<file path="src/rtl/u8pc_pkg.sv">
// Shared types and constants for the strict UTF-8 document pre-check.
`timescale 1ns / 1ps
package u8pc_pkg;

    localparam int OFFSET_W = 24;
    localparam int COUNT_W  = 25;
    localparam int LIMIT_W  = 24;
    localparam int ADDR_W   = 3;

    localparam logic [COUNT_W-1:0] COUNT_MAX = {COUNT_W{1'b1}};
    localparam logic [LIMIT_W-1:0] LIMIT_RESET = {LIMIT_W{1'b1}};

    // Register index as decoded from paddr[2].
    localparam logic CFG_IDX_MAX_BYTES = 1'b0;

    typedef enum logic [2:0] {
        V_OK        = 3'd0,
        V_TOO_LARGE = 3'd1,
        V_RAW_NUL   = 3'd2,
        V_BOM       = 3'd3,
        V_BAD_UTF8  = 3'd4
    } t_verdict;

    typedef struct packed {
        logic [7:0] data_byte;
        logic       byte_present;
        logic       last_item;
    } t_item;

    typedef struct packed {
        t_verdict              verdict;
        logic [OFFSET_W-1:0]   error_offset;
    } t_result;

endpackage

</file>
<file path="src/rtl/strict_utf8_document_precheck_core.sv">
// Top level of the strict UTF-8 document pre-check.
//
// Documents arrive one byte per beat on the slave stream; tlast ends a document and
// tuser says whether the beat carries a byte (a beat with tuser low and tlast high
// closes a document without adding a byte). Each byte passes an input register and
// one stage of scan logic, so a new beat is taken every cycle but for the stall below.
// The verdict is registered in the output register when the last beat fires. The only
// stall is a last beat waiting while the previous verdict is still held by the
// output register. Verdicts: 0 ok, 1 longer than the limit register, 2 raw NUL (with
// its offset), 3 leading byte order mark, 4 invalid UTF-8 (offset of the lead byte).
// The limit register sits at APB address 0 and resets to 16777215.
`timescale 1ns / 1ps
module strict_utf8_document_precheck_core
    import u8pc_pkg::*;
(
    input  logic              i_clk,
    input  logic              i_rst_n,
    input  logic              s_axis_tvalid,
    output logic              s_axis_tready,
    input  logic [7:0]        s_axis_tdata,   // [7:0] data_byte
    input  logic              s_axis_tuser,   // [0] byte_present
    input  logic              s_axis_tlast,   // last_item
    output logic              m_axis_tvalid,
    input  logic              m_axis_tready,
    output logic [31:0]       m_axis_tdata,   // [2:0] verdict, [26:3] error_offset, rest 0
    input  logic              psel,
    input  logic              penable,
    input  logic              pwrite,
    input  logic [ADDR_W-1:0] paddr,
    input  logic [31:0]       pwdata,
    output logic [31:0]       prdata,
    output logic              pready
);

    logic [LIMIT_W-1:0] max_bytes;
    t_item              in_item;
    t_item              st_item;
    logic               fire;
    logic               out_free;
    logic               res_valid;
    t_result            res;
    t_result            out_res;

    u8pc_cfg u_cfg (
        .i_clk       (i_clk),
        .i_rst_n     (i_rst_n),
        .psel        (psel),
        .penable     (penable),
        .pwrite      (pwrite),
        .paddr       (paddr),
        .pwdata      (pwdata),
        .prdata      (prdata),
        .pready      (pready),
        .o_max_bytes (max_bytes)
    );

    assign in_item.data_byte    = s_axis_tdata;
    assign in_item.byte_present = s_axis_tuser;
    assign in_item.last_item    = s_axis_tlast;

    u8pc_in_reg u_in (
        .i_clk      (i_clk),
        .i_rst_n    (i_rst_n),
        .i_valid    (s_axis_tvalid),
        .o_ready    (s_axis_tready),
        .i_item     (in_item),
        .i_out_free (out_free),
        .o_fire     (fire),
        .o_item     (st_item)
    );

    u8pc_scan u_scan (
        .i_clk       (i_clk),
        .i_rst_n     (i_rst_n),
        .i_fire      (fire),
        .i_item      (st_item),
        .i_max_bytes (max_bytes),
        .o_res_valid (res_valid),
        .o_result    (res)
    );

    u8pc_out_reg u_out (
        .i_clk    (i_clk),
        .i_rst_n  (i_rst_n),
        .i_load   (res_valid),
        .i_result (res),
        .o_free   (out_free),
        .o_valid  (m_axis_tvalid),
        .i_ready  (m_axis_tready),
        .o_result (out_res)
    );

    assign m_axis_tdata = {{(32-OFFSET_W-3){1'b0}}, out_res.error_offset, out_res.verdict};

endmodule

</file>
<file path="src/rtl/u8pc_cfg.sv">
// APB register file holding the document length limit.
`timescale 1ns / 1ps
module u8pc_cfg
    import u8pc_pkg::*;
(
    input  logic               i_clk,
    input  logic               i_rst_n,
    input  logic               psel,
    input  logic               penable,
    input  logic               pwrite,
    input  logic [ADDR_W-1:0]  paddr,
    input  logic [31:0]        pwdata,
    output logic [31:0]        prdata,
    output logic               pready,
    output logic [LIMIT_W-1:0] o_max_bytes
);

    logic [LIMIT_W-1:0] r_max;
    logic [LIMIT_W-1:0] n_max;
    logic               w_hit;

    assign pready = 1'b1;
    assign w_hit  = psel && penable && pwrite && (paddr[2] == CFG_IDX_MAX_BYTES);

    always_comb begin
        n_max = r_max;
        if (w_hit) begin
            n_max = pwdata[LIMIT_W-1:0];
        end
    end

    always_ff @(posedge i_clk) begin
        if (!i_rst_n) begin
            r_max <= LIMIT_RESET;
        end else begin
            r_max <= n_max;
        end
    end

    assign prdata = (paddr[2] == CFG_IDX_MAX_BYTES) ? {{(32-LIMIT_W){1'b0}}, r_max} : 32'd0;
    assign o_max_bytes = r_max;

endmodule

</file>
<file path="src/rtl/u8pc_in_reg.sv">
// Input register stage for document byte beats.
`timescale 1ns / 1ps
module u8pc_in_reg
    import u8pc_pkg::*;
(
    input  logic  i_clk,
    input  logic  i_rst_n,
    input  logic  i_valid,
    output logic  o_ready,
    input  t_item i_item,
    input  logic  i_out_free,
    output logic  o_fire,
    output t_item o_item
);

    logic  r_valid;
    logic  n_valid;
    t_item r_item;

    // A last beat produces a verdict, so it waits until the result slot frees up.
    assign o_fire  = r_valid && (!r_item.last_item || i_out_free);
    assign o_ready = !r_valid || o_fire;
    assign o_item  = r_item;

    always_comb begin
        n_valid = r_valid;
        if (o_ready) begin
            n_valid = i_valid;
        end
    end

    always_ff @(posedge i_clk) begin
        if (!i_rst_n) begin
            r_valid <= 1'b0;
        end else begin
            r_valid <= n_valid;
        end
    end

    always_ff @(posedge i_clk) begin
        if (o_ready && i_valid) begin
            r_item <= i_item;
        end
    end

endmodule

</file>
<file path="src/rtl/u8pc_scan.sv">
// Per-byte scan state: length count, NUL search, BOM match and UTF-8 decoder.
`timescale 1ns / 1ps
module u8pc_scan
    import u8pc_pkg::*;
(
    input  logic               i_clk,
    input  logic               i_rst_n,
    input  logic               i_fire,
    input  t_item              i_item,
    input  logic [LIMIT_W-1:0] i_max_bytes,
    output logic               o_res_valid,
    output t_result            o_result
);

    typedef enum logic [2:0] {
        CLS_ANY   = 3'd0,
        CLS_A0_BF = 3'd1,
        CLS_80_9F = 3'd2,
        CLS_90_BF = 3'd3,
        CLS_80_8F = 3'd4
    } t_cont_cls;

    function automatic logic cont_ok(input t_cont_cls cls, input logic [7:0] b);
        logic ok;
        unique case (cls)
            CLS_A0_BF: ok = (b >= 8'ha0) && (b <= 8'hbf);
            CLS_80_9F: ok = (b >= 8'h80) && (b <= 8'h9f);
            CLS_90_BF: ok = (b >= 8'h90) && (b <= 8'hbf);
            CLS_80_8F: ok = (b >= 8'h80) && (b <= 8'h8f);
            default:   ok = (b >= 8'h80) && (b <= 8'hbf);
        endcase
        return ok;
    endfunction

    logic [COUNT_W-1:0]  r_count,     n_count;
    logic                r_nul_seen,  n_nul_seen;
    logic [OFFSET_W-1:0] r_nul_off,   n_nul_off;
    logic                r_failed,    n_failed;
    logic [OFFSET_W-1:0] r_fail_off,  n_fail_off;
    logic [1:0]          r_pending,   n_pending;
    t_cont_cls           r_cls,       n_cls;
    logic [OFFSET_W-1:0] r_lead_off,  n_lead_off;
    logic [1:0]          r_mark,      n_mark;

    logic [7:0]          b;
    logic [OFFSET_W-1:0] off;
    t_verdict            verdict;
    logic [OFFSET_W-1:0] res_off;

    assign b   = i_item.data_byte;
    assign off = r_count[OFFSET_W-1:0];

    always_comb begin
        n_count    = r_count;
        n_nul_seen = r_nul_seen;
        n_nul_off  = r_nul_off;
        n_failed   = r_failed;
        n_fail_off = r_fail_off;
        n_pending  = r_pending;
        n_cls      = r_cls;
        n_lead_off = r_lead_off;
        n_mark     = r_mark;

        if (i_item.byte_present) begin
            if ((b == 8'h00) && !r_nul_seen) begin
                n_nul_seen = 1'b1;
                n_nul_off  = off;
            end

            if ((r_count == COUNT_W'(0)) && (b == 8'hef)) begin
                n_mark = 2'd1;
            end else if ((r_count == COUNT_W'(1)) && (r_mark == 2'd1) && (b == 8'hbb)) begin
                n_mark = 2'd2;
            end else if ((r_count == COUNT_W'(2)) && (r_mark == 2'd2) && (b == 8'hbf)) begin
                n_mark = 2'd3;
            end

            if (!r_failed) begin
                priority if (r_pending != 2'd0) begin
                    if (cont_ok(r_cls, b)) begin
                        n_pending = r_pending - 2'd1;
                        n_cls     = CLS_ANY;
                    end else begin
                        n_failed   = 1'b1;
                        n_fail_off = r_lead_off;
                        n_pending  = 2'd0;
                        n_cls      = CLS_ANY;
                    end
                end else if (b <= 8'h7f) begin
                    n_pending = 2'd0;
                end else if ((b >= 8'hc2) && (b <= 8'hdf)) begin
                    n_pending  = 2'd1;
                    n_cls      = CLS_ANY;
                    n_lead_off = off;
                end else if ((b >= 8'he0) && (b <= 8'hef)) begin
                    n_pending  = 2'd2;
                    n_cls      = (b == 8'he0) ? CLS_A0_BF :
                                 (b == 8'hed) ? CLS_80_9F : CLS_ANY;
                    n_lead_off = off;
                end else if ((b >= 8'hf0) && (b <= 8'hf4)) begin
                    n_pending  = 2'd3;
                    n_cls      = (b == 8'hf0) ? CLS_90_BF :
                                 (b == 8'hf4) ? CLS_80_8F : CLS_ANY;
                    n_lead_off = off;
                end else begin
                    n_failed   = 1'b1;
                    n_fail_off = off;
                    n_pending  = 2'd0;
                    n_cls      = CLS_ANY;
                end
            end

            if (r_count != COUNT_MAX) begin
                n_count = r_count + COUNT_W'(1);
            end
        end
    end

    // Verdict for a document that ends with this beat; a sequence still open is truncated.
    always_comb begin
        verdict = V_OK;
        res_off = '0;
        priority if (n_count > {{(COUNT_W-LIMIT_W){1'b0}}, i_max_bytes}) begin
            verdict = V_TOO_LARGE;
        end else if (n_nul_seen) begin
            verdict = V_RAW_NUL;
            res_off = n_nul_off;
        end else if (n_mark == 2'd3) begin
            verdict = V_BOM;
        end else if (n_failed) begin
            verdict = V_BAD_UTF8;
            res_off = n_fail_off;
        end else if (n_pending != 2'd0) begin
            verdict = V_BAD_UTF8;
            res_off = n_lead_off;
        end else begin
            verdict = V_OK;
        end
    end

    assign o_res_valid           = i_fire && i_item.last_item;
    assign o_result.verdict      = verdict;
    assign o_result.error_offset = res_off;

    always_ff @(posedge i_clk) begin
        if (!i_rst_n || (i_fire && i_item.last_item)) begin
            r_count    <= '0;
            r_nul_seen <= 1'b0;
            r_nul_off  <= '0;
            r_failed   <= 1'b0;
            r_fail_off <= '0;
            r_pending  <= 2'd0;
            r_cls      <= CLS_ANY;
            r_lead_off <= '0;
            r_mark     <= 2'd0;
        end else if (i_fire) begin
            r_count    <= n_count;
            r_nul_seen <= n_nul_seen;
            r_nul_off  <= n_nul_off;
            r_failed   <= n_failed;
            r_fail_off <= n_fail_off;
            r_pending  <= n_pending;
            r_cls      <= n_cls;
            r_lead_off <= n_lead_off;
            r_mark     <= n_mark;
        end
    end

`ifndef SYNTH
    a_clear_after_last: assert property (@(posedge i_clk) disable iff (!i_rst_n)
        (i_fire && i_item.last_item) |=> (r_count == '0 && !r_failed && r_pending == 2'd0))
        else $error("scan state not cleared after a last beat");

    a_failed_no_pending: assert property (@(posedge i_clk) disable iff (!i_rst_n)
        r_failed |-> (r_pending == 2'd0))
        else $error("continuations pending after a UTF-8 fault");

    a_mark_needs_bytes: assert property (@(posedge i_clk) disable iff (!i_rst_n)
        (r_mark == 2'd3) |-> (r_count >= COUNT_W'(3)))
        else $error("byte order mark matched with fewer than three bytes");

    a_nul_before_count: assert property (@(posedge i_clk) disable iff (!i_rst_n)
        r_nul_seen |-> ({{(COUNT_W-OFFSET_W){1'b0}}, r_nul_off} < r_count))
        else $error("NUL offset not below the byte count");
`endif

endmodule

</file>
<file path="src/rtl/u8pc_out_reg.sv">
// Result register holding one verdict beat until it is taken.
`timescale 1ns / 1ps
module u8pc_out_reg
    import u8pc_pkg::*;
(
    input  logic    i_clk,
    input  logic    i_rst_n,
    input  logic    i_load,
    input  t_result i_result,
    output logic    o_free,
    output logic    o_valid,
    input  logic    i_ready,
    output t_result o_result
);

    logic    r_valid;
    logic    n_valid;
    t_result r_result;

    assign o_free   = !r_valid || i_ready;
    assign o_valid  = r_valid;
    assign o_result = r_result;

    always_comb begin
        n_valid = r_valid;
        if (i_load) begin
            n_valid = 1'b1;
        end else if (i_ready) begin
            n_valid = 1'b0;
        end
    end

    always_ff @(posedge i_clk) begin
        if (!i_rst_n) begin
            r_valid <= 1'b0;
        end else begin
            r_valid <= n_valid;
        end
    end

    always_ff @(posedge i_clk) begin
        if (i_load) begin
            r_result <= i_result;
        end
    end

endmodule
</file>
<file path="config.mk">
export PLATFORM = sky130hd
export DESIGN_NAME = strict_utf8_document_precheck_core
export DESIGN_NICKNAME = d
export VERILOG_FILES = /design/src/rtl/u8pc_pkg.sv /design/src/rtl/strict_utf8_document_precheck_core.sv /design/src/rtl/u8pc_cfg.sv /design/src/rtl/u8pc_in_reg.sv /design/src/rtl/u8pc_scan.sv /design/src/rtl/u8pc_out_reg.sv
export SDC_FILE = /design/constraint.sdc
export NUM_CORES = 1
export LEC_CHECK = 0
export BUFFER_PORTS_ARGS = -buffer_cell sky130_fd_sc_hd__buf_2
export CAP_MARGIN = 20
export CORE_MARGIN = 8
export CORE_UTILIZATION = 60
export DETAILED_ROUTE_END_ITERATION = 7
export GPL_TIMING_DRIVEN = 0
export PLACE_DENSITY = 0.82
export SKIP_CTS_REPAIR_TIMING = 1
export SYNTH_ARGS = -nofsm -noshare
export SYNTH_HDL_FRONTEND = slang
export SYNTH_SLANG_ARGS = --single-unit
</file>
<file path="constraint.sdc">
create_clock -name i_clk -period 6.1 [get_ports i_clk]
set_input_delay 0.61 -clock i_clk [delete_from_list [all_inputs] [get_ports i_clk]]
set_output_delay 0.61 -clock i_clk [all_outputs]
set_load 0.1 [all_outputs]
</file>
==> flow_metrics.env <==
export IMPL_status="finished clean"
export IMPL_wl_per_cell_um=17.0
export IMPL_drt_initial_drc_count=1004
export IMPL_cts_reportedPaths_clkPinSlew_ns=0.07
export IMPL_final_common_cell="nand2_1"
export IMPL_placedCellCount=1462
export IMPL_io_pins=119
export IMPL_crit_path_end_kind="register"
export IMPL_wirelength_mm=25.4
export IMPL_place_gp_congestion=0.949
export IMPL_maxCapViolations=0
export IMPL_r2r_start="u_scan.r_count[1]$_SDFFE_PP0P_"
export IMPL_hold_path_class="input pin to register"
export IMPL_syn_avg_cell_area_um2=7.99
export IMPL_final_cell_mix="nand2_1 (212), nor2_1 (148), dfxtp_1 (132), buf_2 (113), a21oi_1 (88)"
export IMPL_drt_first_pass_iters=7
export IMPL_ys_ff_latch=169
export IMPL_max_freq_mhz=207
export IMPL_cts_root_buf="clkbuf_16"
export IMPL_cts_made_buffers=17
export IMPL_startpoint="u_scan.r_count[1]$_SDFFE_PP0P_"
export IMPL_crit_type="register to register"
export IMPL_diodes=0
export IMPL_synth_edf_count=37
export IMPL_drcViolationCount=0
export IMPL_grt_max_degree=27
export IMPL_dp_hpwl_mm=18.8
export IMPL_dieWidth_um=141
export IMPL_slew_violations=0
export IMPL_cp_required_ns=6.27
export IMPL_final_area_um2=10700
export IMPL_crit_top_cell="and3_1"
export IMPL_final_hold_viol_count=0
export IMPL_seq_area_frac_synth_pct=40.2
export IMPL_drive_gt1_share_pct=15.2
export IMPL_start_kind="register"
export IMPL_synth_cells=1169
export IMPL_hp_start="s_axis_tdata[4]"
export IMPL_finalNetCount=1374
export IMPL_finalSetupViolCount=0
export IMPL_clock_latency_ns=0.44
export IMPL_crit_family="simple AND/OR/NAND/NOR gates"
export IMPL_vias=8786
export IMPL_grt_pass1_wl_mm=41.6
export IMPL_path_cells="ha_1, and3_1, and3_1, and3_1, nand2_1, nor3_2, nand3_1, xnor2_1, ha_1, and4_1, nand3_1, nor3_1, o21ai_0, a31oi_1, o211ai_1, nand2_1, clkbuf_1, nor2_1"
export IMPL_start_util_pct=61.4
export IMPL_grt_usage_pct=25.8
export IMPL_skew_ns=0.00779
export IMPL_fin_tns_setup_ns=0
export IMPL_finalCritPeriodShare_pct=79.2
export IMPL_cp_slowest_cell="dfxtp_1"
export IMPL_antenna_found_initial=0
export IMPL_slowest_delay_ns=0.50
export IMPL_dieHeight_um=141
export IMPL_syn_to_final_growth_pct=14.5
export IMPL_rsz0062_at_grt="false"
export IMPL_hold_ws_ns=0.343
export IMPL_cp_max_fo=10
export IMPL_h_tree_depth=4
export IMPL_fin_util_pct=70.3
export IMPL_power_density_nw_per_um2=255
export IMPL_clockBufferDepth=2
export IMPL_finalCriticalPeriod_ns=4.83
export IMPL_grt_pass1_vias=8619
export IMPL_crit_buf_inv=1
export IMPL_port_buffers=92
export IMPL_synth_cell_types=66
export IMPL_cts_sinks=169
export IMPL_num_rows=45
export IMPL_synth_main_ff_cell="dfxtp_1"
export IMPL_vias_per_cell=5.88
export IMPL_die_area_um2=19800
export IMPL_syn_cell_area_um2=9340
export IMPL_final_cell_count_no_fill=1494
export IMPL_yosysWarnings=0
export IMPL_power_leakage_nw=4.37
export IMPL_core_um2=15200
export IMPL_max_slew_margin_pct=33.6
export IMPL_dpl_instance_area_um2=10100
export IMPL_nFillCells=1245
export IMPL_vdd_drop_max_v=0.000210
export IMPL_arrival_ns=5.00
export IMPL_cts_tree="done"
export IMPL_tightest_slew_ns=0.991
export IMPL_grt_overflow_total=0
export IMPL_postRouteAntennaNets=0
export IMPL_synthArstFlopShare_pct=0
==> path summary, 6_finish.rpt <==
path / endpoint / slack, ns / depth (start not counted)
worst max-delay path: u_out.o_result[4]$_SDFFCE_PN0P_ / 1.27 / 18
worst min-delay path: u_in.o_item[6]$_DFFE_PP_ / 0.34 / 1
worst max register to register: u_out.o_result[4]$_SDFFCE_PN0P_ / 1.27 / 18
worst min register to register: u_scan.r_nul_off[10]$_SDFFE_PP0P_ / 0.45 / 2
==> worst register-to-register path, cell delays in order, from the launching register on <==
cell and delay [ns]:
dfxtp_1 0.50, ha_1 0.25, and3_1 0.22, and3_1 0.21, and3_1 0.22, nand2_1 0.16
nor3_2 0.27, nand3_1 0.18, xnor2_1 0.21, ha_1 0.31, and4_1 0.18, nand3_1 0.13
nor3_1 0.32, o21ai_0 0.15, a31oi_1 0.22, o211ai_1 0.13, nand2_1 0.37, clkbuf_1 0.42
nor2_1 0.11
==> metal layers <==
layer	vias up	part of all wire [%]	routed length [µm]	track usage, %
li1	4288	-	-	-
met1	4038	43	10900	32.0
met2	398	47	11900	42.3
met3	62	7.7	1960	5.47
met4	0	2.7	681	12.1
met5	-	0	0	0
==> kinds of logic after synthesis <==
logic type	count (synthesis)	synth area share, %
flip-flops	169	40.2
adder cells (fa/ha/maj)	29	3.89
AO/OA/AOI/OAI	285	21.4
other	2	0.0804
multiplexers	4	0.429
AND/OR/NAND/NOR	488	22.8
buffers and inverters	148	7.12
XOR/XNOR	44	4.13
==> final cells by class <==
cell class / instances / area, µm² / share of cell area, %
Clock buffer: 18 / 429 / 4.01
Tap cell: 188 / 235 / 2.20
Clock inverter: 14 / 164 / 1.53
Buffer: 112 / 529 / 4.95
Inverter: 36 / 135 / 1.26
Sequential cell: 169 / 3750 / 35.1
Multi-Input combinational cell: 864 / 4960 / 46.4
Timing Repair Buffer: 93 / 480 / 4.49
==> state kept, by name (all words and copies together), names as in the netlist, 3 cells and up <==
signal and flops:
u_scan.r_nul_off 24, u_scan.r_fail_off 24, u_out.o_result 27, u_scan.r_cls 3, u_in.o_item 10, u_scan.r_lead_off 24
u_scan.r_count 25, u_cfg.o_max_bytes 24
==> where the power goes <==
group / switching (W) / internal, W / total (W)
clock: 0.000484 / 0.000614 / 0.00110
combinational: 0.000335 / 0.000109 / 0.000445
sequential: 0.0000116 / 0.00117 / 0.00118
==> synth_stat cells, drive strengths merged, types with 25 or more instances <==
cell | instances | area, µm²
dfxtp | 132 | 2640
a21o | 28 | 210
o211ai | 27 | 203
nor3 | 41 | 215
nor2 | 149 | 562
ha | 29 | 363
edfxtp | 37 | 1110
clkbuf | 64 | 240
a21oi | 90 | 458
a211oi | 25 | 188
o21ai | 34 | 174
nand2 | 212 | 796
inv | 36 | 135
buf | 48 | 289
o22ai | 25 | 156
==> per-stage QoR <==
stage	total power [W]	setup slack (ns)
after CTS	0.00272	1.35
after detailed placement	0.00164	1.38
after global routing	0.00280	0.952
after floorplan	0.00156	2.38
final	0.00272	1.27
after global placement	0.00164	1.44
No activity file was read; power rests on OpenSTA's default activity.
